### config.mk
export PLATFORM = sky130hd
export DESIGN_NAME = wdq_ctrl
export DESIGN_NICKNAME = d
export VERILOG_FILES = /design/src/hdl/wdq_pkg.sv /design/src/hdl/wdq_ctrl.sv
export SDC_FILE = /design/constraint.sdc
export NUM_CORES = 1
export LEC_CHECK = 0
export BUFFER_PORTS_ARGS = -buffer_cell sky130_fd_sc_hd__buf_4
export CAP_MARGIN = 5
export CORE_AREA = 2 2 39 41
export DETAILED_ROUTE_END_ITERATION = 16
export DIE_AREA = 0 0 41 43
export MAX_ROUTING_LAYER = met4
export PLACE_DENSITY = 0.42
export RECOVER_POWER = 100
export SKIP_LAST_GASP = 1
export SLEW_MARGIN = 0
export SYNTH_ARGS = -nofsm -noshare
export SYNTH_HDL_FRONTEND = slang
export SYNTH_SLANG_ARGS = --single-unit
### constraint.sdc
create_clock -name clk -period 2.4 [get_ports clk]
set_input_delay 0.48 -clock clk [delete_from_list [all_inputs] [get_ports clk]]
set_output_delay 0.48 -clock clk [all_outputs]
set_load 0.01 [all_outputs]
### src/hdl/wdq_pkg.sv
// Shared types and constants of the word deque ring buffer.
// Holds the payload structs, action codes and the controller/datapath links.
// No dependencies.
`timescale 1ns / 1ps

package wdq_pkg;

    localparam int DATA_W = 16;
    localparam int CNT_W  = 7;
    localparam int LVL_W  = 11;
    localparam int ACT_W  = 3;

    localparam int DEPTH_DEF     = 1024;
    localparam int MAX_BURST_DEF = 64;

    localparam logic [LVL_W-1:0] CAP_RESET = 11'd1024;

    localparam logic [ACT_W-1:0] ACT_PUSH_HEAD = 3'd0;
    localparam logic [ACT_W-1:0] ACT_PUSH_TAIL = 3'd1;
    localparam logic [ACT_W-1:0] ACT_READ_HEAD = 3'd2;
    localparam logic [ACT_W-1:0] ACT_READ_TAIL = 3'd3;
    localparam logic [ACT_W-1:0] ACT_DROP_HEAD = 3'd4;
    localparam logic [ACT_W-1:0] ACT_DROP_TAIL = 3'd5;
    localparam logic [ACT_W-1:0] ACT_CLEAR     = 3'd6;

    typedef struct packed {
        logic [ACT_W-1:0]  action;
        logic [DATA_W-1:0] data_word;
        logic [CNT_W-1:0]  count;
    } in_item_t;

    typedef struct packed {
        logic [DATA_W-1:0] out_word;
        logic              word_valid;
        logic              last;
        logic [CNT_W-1:0]  moved;
        logic [LVL_W-1:0]  fill_level;
    } out_item_t;

    // Controller to datapath
    typedef struct packed {
        logic latch;   // capture the accepted request
        logic exec;    // apply the request to pointers and level
        logic rd_en;   // issue one memory read
        logic load;    // move the read word into the output register
    } ctrl_cmd_t;

    // Datapath to controller
    typedef struct packed {
        logic burst;       // request is a read that takes at least one word
        logic out_free;    // output register can take a result this cycle
        logic final_word;  // the pending read word is the last one
    } dp_status_t;

endpackage

### src/hdl/wdq_ctrl.sv
// Sequencing state machine of the word deque ring buffer.
// Depends on wdq_pkg for the command and status structs.
`timescale 1ns / 1ps

module wdq_ctrl (
    input  logic               clk,
    input  logic               rst_n,
    input  logic               in_valid,
    output logic               in_stall,
    input  wdq_pkg::dp_status_t status,
    output wdq_pkg::ctrl_cmd_t  cmd
);

    typedef enum logic [3:0] {
        S_IDLE = 4'b0001,
        S_EXEC = 4'b0010,
        S_READ = 4'b0100,
        S_LOAD = 4'b1000
    } state_t;

    state_t state_reg, state_next;

    always_ff @(posedge clk or negedge rst_n)
    begin
        if (!rst_n)
        begin
            state_reg <= S_IDLE;
        end
        else
        begin
            state_reg <= state_next;
        end
    end

    always_comb
    begin
        state_next = state_reg;
        cmd        = '0;
        unique case (state_reg)
            S_IDLE:
            begin
                cmd.latch = in_valid;
                if (in_valid)
                begin
                    state_next = S_EXEC;
                end
            end
            S_EXEC:
            begin
                // a burst needs no output slot yet; single results do
                cmd.exec = status.burst | status.out_free;
                if (status.burst)
                begin
                    state_next = S_READ;
                end
                else if (status.out_free)
                begin
                    state_next = S_IDLE;
                end
            end
            S_READ:
            begin
                cmd.rd_en  = 1'b1;
                state_next = S_LOAD;
            end
            S_LOAD:
            begin
                cmd.load = status.out_free;
                if (status.out_free)
                begin
                    state_next = status.final_word ? S_IDLE : S_READ;
                end
            end
            default:
            begin
                state_next = S_IDLE;
            end
        endcase
    end

    assign in_stall = (state_reg != S_IDLE);

endmodule

Yosys cells after proc, flatten, opt, wreduce, memory -nomap -nowiden:

Cells that the tools add are included.

* word-level logic and storage cells: 21
* bits in registers: 4

* equal/unequal tests: 8
* bitwise gates (word level): 1
* reductions and logical operators: 1
* muxes and demuxes: 10

Operators by type and width (count)
* $mux 4: 4
* $pmux 4 s4: 1
* $eq 4x1->1 const B: 1
* $eq 4x2->1 const B: 1
* $eq 4x3->1 const B: 1
* $eq 4x4->1 const B: 1
* $mux 1: 4
* $ne 2x2->1 const B: 2
* $ne 4x1->1 const B: 1
* $mux 3: 1
* $ne 3x3->1 const B: 1
* $reduce_and 3->1: 1
* $or 1x1->1: 1

Depth between registers and ports, before layout:

Gate-level depths: netlist of the first run.

* depth after elaboration: 3
* mapped depth: 5
* mapped depth without buffers: 4

Worst setup path after synthesis of the first run:

OpenSTA, ideal clock, no wires.

* kind: register to output
* from: register state_reg[0]
* to: output cmd[3] (netlist name)
* arrival: 987 ps
* required time: 1920 ps
* stages on the path, launching flop included: 4
* buffers on the path: 0
* setup slack: 933 ps
* cells stage by stage: dfstp_2 > inv_1 > nor2_1 > and3_1

RTL lines
* start: declaration: RTL line wdq_ctrl.sv:21 `state_t state_reg, state_next;`
* start signal: assignment: RTL line wdq_ctrl.sv:31 `state_reg <= state_next;`
* end: declaration: RTL line wdq_ctrl.sv:11 `output wdq_pkg::ctrl_cmd_t cmd`

==> results.md, run 1 <==
- Outcome: complete, no violations
- Sw Ratio: 40.9%
- RR Endpoint: state_reg[0]$_DFFE_PN1P_
- Minimum clock period: 1960 ps
- Mapped Area: 277 sq um
- Die ar.: 1760 sq um
- Max Slew Vio Count: 0
- CTS tree: yes
- Setup TNS: 0 ps
- Grt ovf: 0
- Post-synth top cells: nor3_1 (5), nand2_1 (4), nor2_1 (4)
- Clk pwr share: 25.1%
- Gr usage total: 11.4%
- Layout Nets: 53
- Peak fanout along the critical path: 7
- CTS H-Tree Depth: 1
- Logic pwr share: 38.1%
- Worst-Margin Slew: 321 ps
- Worst r2r src: state_reg[0]$_DFFE_PN1P_
- Vias in the first global route: 313
- Chip width: 41 um
- Post-Synthesis Cells: 33
- RSZ-0062 raised after global routing: no
- Routability cong.: 0.778
- Clk_skew: 7.59 ps
- Sequential area share after synthesis: 36.7%
- R2R setup slack: 1110 ps
- Largest net degree at the start of global routing: 11
- Slew headroom: 78.6%
- Synth Net Count: 39
- Area share of the largest cell type after synthesis: 27.1%
- Filler cell count: 166
- VDD IR max: 0.000252 V
- FP Rows: 14
- Max reg flops: 4
- Switch Pwr: 0.000151 W
- DRT Pass-1 Iters: 2
- Vias per cell: 4.79
- Reg2reg path depth: 4
- Post-route DRC: 0
- Async SR Flop Fraction: 100%
- DR iter-0 viols: 2
- Netlist cell types: 20
- CTS buffer count: 3
- CP bufs+invs: 2
- Maximum capacitance violations: 0
- Layout Utilization: 26.4%
- Crit-path cells: inv_1, nor2_1, and3_1, clkbuf_1
- Io pins: 11
- Synthesis-stage register bit count: 4
- Total power: 0.000369 W
- Worst Path Arrival: 1480 ps
- Root buf cell: clkbuf_4
- Crit path launch type: flip-flop
- Sink Count: 4
- Cell Pwr Density: 1010 nW/um^2
- P&R area growth vs syn: 32.1%
- Die Ht: 43 um
- CP delay by family, top: flip-flops
- Clock slew at reported path FFs: 40 ps
- Syn Area/Cell: 8.38 sq um
- Drt wl/cell: 11.1 um
- Share of power burned in registers: 36.9%
- Final ANT Viol Nets: 0
- # diodes: 0
- Yosys top cell by area: dfrtp_1
- CP Capture Type: output port
- Synth warn: 0
- Peak per-stage delay on the critical path: 630 ps
- Via count: 297
- Worst slack at placement: 795 ps
- Ranking of synthesized cells by area: dfrtp_1 (27%), dfstp_2 (9.5%), nor3_1 (9.0%)
- Final hold vios: 0
- Most used DFF post-synth: dfrtp_1
- Critical Path RT: 1920 ps
- Total Routed Length: 690 um
- Core Region: 1380 sq um
- CP Class: reg -> out
- Postcts setup bufs: 0
- HPWL after DPL: 533 um
- Worst hold path class: in -> async
- Final hold slack: 61.9 ps
- Power Internal: 0.000218 W
- Antenna violations before repair: 0
- Worst setup margin: 441 ps
- Share of cells above drive strength 1: 17.4%
- FMAX: 511 MHz
- Bufs on Longest Clock Path: 2
- Final-report setup violation count: 0
- Post_cts resized: 0
- P_leak: 0.145 nW
- CP max-delay cell: dfstp_1
- IO Port Bufs: 10
- First-pass GRT wire length: 1270 um
- Initial core utilization: 20.0%
- Count leader, synth: nor3_1
- Final worst-path cycle share: 81.6%
- Clk_lat worst skew: 240 ps
- EDFF count, synth: 0
- Hold_buf cts: 0
-- placed cells by master, fill, tap and decap left out, types with 2 or more instances in the layout --
master    Yosys  final
buf_4         0      4
clkbuf_1      0      7
clkbuf_4      0      3
dfrtp_1       3      3
nand2_1       4      4
nand2b_1      2      2
nor2_1        4      4
nor3_1        5      5
-- layer usage --
| metal | track usage, % | vias up | wire [um] |
|---|---|---|---|
| li1 | - | 149 | - |
| met1 | 13.2 | 143 | 306 |
| met2 | 14.4 | 5 | 360 |
| met3 | 6.28 | 0 | 22 |
| met4 | 8.00 | 0 | 0 |
| met5 | - | - | 0 |
-- how the worst max path moves through the flow --
stage                        startpoint  endpoint  slack (ps)  depth (start not counted)
3_3_place_gp   state_reg[0]$_DFFE_PN1P_    cmd[3]         810                          4
6_report       state_reg[0]$_DFFE_PN1P_    cmd[3]         440                          4
3_5_place_dp   state_reg[0]$_DFFE_PN1P_    cmd[3]         790                          4
2_1_floorplan  state_reg[0]$_DFFE_PN1P_    cmd[3]         930                          3
4_1_cts        state_reg[0]$_DFFE_PN1P_    cmd[3]         540                          4
5_1_grt        state_reg[0]$_DFFE_PN1P_    cmd[3]         310                          4
-- cell families after synthesis --
family | share of synthesized area (%)
and+or+nand+nor | 38.5
AOI/OAI and AO/OA | 21.7
DFF | 36.7
buffers and inverters | 3.16
-- power by group through the flow --
stage               sequential, W  clock (W)  combinational [W]
global route             0.000141   0.000106           0.000164
CTS                      0.000142  0.0000970           0.000163
detailed placement       0.000143          0           0.000162
finish                   0.000136  0.0000924           0.000140
global placement         0.000142          0           0.000162
floorplan                0.000114          0           0.000124
-- through the flow --
stage | std cells | area [sq um]
after floorplan | 33 | 277
after global placement | 58 | 367
after detailed placement | 58 | 367
after CTS | 62 | 393
after global routing | 62 | 365
final | 62 | 365
-- cell type report --
cell class | instances | area (sq um) | share of cell area, %
Inverter | 1 | 3.75 | 1.03
Clock buffer | 4 | 26.3 | 7.19
Multi-Input combinational cell | 27 | 161 | 44.2
Timing Repair Buffer | 10 | 52.6 | 14.4
Tap cell | 16 | 20.0 | 5.48
Sequential cell | 4 | 101 | 27.7
(Power assumes the default switching activity.)
==> run 2, diff against run 1 <==
--- a/config.mk
+++ b/config.mk
@@ -11,7 +11,7 @@
 export DETAILED_ROUTE_END_ITERATION = 16
 export DIE_AREA = 0 0 41 43
 export MAX_ROUTING_LAYER = met4
-export PLACE_DENSITY = 0.42
+export PLACE_DENSITY = 0.43
 export RECOVER_POWER = 100
 export SKIP_LAST_GASP = 1
 export SLEW_MARGIN = 0
==> constraint.sdc (replaced) <==
create_clock -name clk -period 1.7 [get_ports clk]
set_input_delay 0.34 -clock clk [delete_from_list [all_inputs] [get_ports clk]]
set_output_delay 0.34 -clock clk [all_outputs]
set_load 0.01 [all_outputs]
==> run 2 against run 1 <==
  * Routed wire length is 9.4% higher
  * Cell area increased by 14%
  * Non-clock buffer count grew 4
  * Clock power is 49% higher
==> results.md, run 2 (synthesis gave the netlist of run 1 again) <==
- Max reg flops: 4 (unchanged)
- Antenna violations before repair: 0 (unchanged)
- Post-route cell area: 415 sq um (+14%)
- # diodes: 0 (unchanged)
- Worst hold path class: in -> reg
- Worst Path Arrival: 1300 ps (-180 ps)
- Share of cells above drive strength 1: 36.0% (+19 points)
- Sink Count: 4 (unchanged)
- Placed instance area: 367 sq um (unchanged)
- Max Slew Vio Count: 0 (unchanged)
- CTS tree: yes
- Minimum clock period: 1640 ps
- P_leak: 0.179 nW (+23%)
- VDD IR max: 0.000508 V (+100%)
- Most frequent cells in the layout: buf_4 (11), nor3_1 (5), nand2_1 (4)
- HPWL after DPL: 539 um (+1.2%)
- Initial core utilization: 20.0% (unchanged)
- Drt wl/cell: 11.4 um (+2.8%)
- CTS buffer count: 3 (unchanged)
- Die Ht: 43 um (unchanged)
- Post-route DRC: 0 (unchanged)
- Slew headroom: 77.4% (-1.2 points)
- Largest net degree at the start of global routing: 11 (unchanged)
- Root buf cell: clkbuf_4
- Clk_skew: 2.17 ps (-5.42 ps)
- Peak fanout along the critical path: 5 (-2)
- Io pins: 11 (unchanged)
- Final ANT Viol Nets: 0 (unchanged)
- Grt ovf: 0 (unchanged)
- Clock slew at reported path FFs: 40 ps (about the same)
- Final hold vios: 0 (unchanged)
- Total Routed Length: 755 um (+9.4%)
- CTS H-Tree Depth: 1 (unchanged)
- Chip width: 41 um (unchanged)
- First-pass GRT wire length: 1240 um (-2.1%)
- FMAX: 609 MHz
- Core Region: 1380 sq um (unchanged)
- Crit path launch type: flip-flop
- Crit-path cells: inv_2, nor2_2, and3_1, buf_4
- RSZ-0062 raised after global routing: no
- Layout Utilization: 30.0% (+3.6 points)
- Routability cong.: 0.751 (-3.5%)
- Setup TNS: 0 ps (unchanged)
- DR iter-0 viols: 12 (+10)
- Final-report setup violation count: 0 (unchanged)
- Placed instance count: 58 (unchanged)
- CP Class: reg -> out
- Via count: 329 (+11%)
- FP Rows: 14 (unchanged)
- Final worst-path cycle share: 96.6%
- DRT Pass-1 Iters: 4 (+2)
- Clk_lat worst skew: 240 ps (about the same)
- Cell Pwr Density: 1510 nW/um^2 (+49%)
- Critical Path RT: 1360 ps (-560 ps)
- Total power: 0.000627 W (+70%)
- Layout Nets: 57 (+7.5%)
- Worst-Margin Slew: 340 ps (+18.2 ps)
- IO Port Bufs: 10 (unchanged)
- CP Capture Type: output port
- Vias in the first global route: 300 (-4.2%)
- Outcome: complete, no violations
- Commonest non-fill, non-tap cell in the layout: buf_4
- Bufs on Longest Clock Path: 2 (unchanged)
- Die ar.: 1760 sq um (unchanged)
- Peak per-stage delay on the critical path: 570 ps (-60 ps)
- P&R area growth vs syn: 50.2%
- Vias per cell: 4.98 (+4.1%)
- Gr usage total: 11.5% (+0.047 points)
- Final non-filler cell total: 66 (+6.5%)
- CP max-delay cell: dfstp_2
- Maximum capacitance violations: 0 (unchanged)
-- run 2: cell count changes in the layout (fill, tap and decap cells not counted) --
cell,change
buf_4,+7
clkbuf_1,-4
dfstp_1,-1
dfstp_2,+1
dlygate4sd3_1,+1
inv_1,-1
inv_2,+1
nor2_1,-1
nor2_2,+1
-- run 2: critical path, delay by kind of cell, from the launching register on --
family | cells | cell delay [ps]
buffers and inverters | 2 | 180
DFF | 1 | 570
and+or+nand+nor | 2 | 310
-- run 2: metal layers --
| metal | share of wire [%] | GRT usage (%) |
|---|---|---|
| met1 | 43 | 13.4 |
| met2 | 45 | 14.4 |
| met3 | 7.7 | 3.14 |
| met4 | 4.0 | 12.0 |
| met5 | 0 | - |
-- run 2: power by group --
group	switching [W]	internal, W	leakage, nW
Clock	0.0000491	0.0000888	0.0150
Sequential	0.0000603	0.000133	0.0512
Combinational	0.000131	0.000165	0.113
Total	0.000240	0.000387	0.179
-- run 2: layout make-up --
type                            count  area, sq um
Clock buffer                        4         26.3
Multi-Input combinational cell     27          164
Tap cell                           16         20.0
Inverter                            1         3.75
Sequential cell                     4          101
Fill cell                         157          968
Timing Repair Buffer               14          100
-- run 2: what timing repair did --
action	CTS	global route
hold buffers	1	0
endpoints found under the setup margin	1	2
hold endpoints to repair	3	0
setup buffers	0	3
pin swaps	0	1
resized for setup	1	1
-- run 2: path summary, 6_finish.rpt --
check	start	to	slack [ps]	depth (start not counted)
max	state_reg[0]$_DFFE_PN1P_	cmd[3]	60	4
min	in_valid	state_reg[0]$_DFFE_PN1P_	280	2
max reg2reg	state_reg[0]$_DFFE_PN1P_	state_reg[1]$_DFFE_PN0P_	510	5
min reg2reg	state_reg[3]$_DFFE_PN0P_	state_reg[1]$_DFFE_PN0P_	590	1
max in group asynchronous	rst_n	state_reg[0]$_DFFE_PN1P_	1010	2
min in group asynchronous	rst_n	state_reg[1]$_DFFE_PN0P_	450	2
-- run 2: stage by stage --
| step | worst slack, ps | hold slack, ps |
|---|---|---|
| 2_1_floorplan | 373 | 44.4 |
| 3_3_place_gp | 241 | 138 |
| 3_5_place_dp | 234 | 138 |
| 4_1_cts | 8.11 | 280 |
| 5_1_grt | 11.5 | 290 |
| 6_report | 58.2 | 284 |
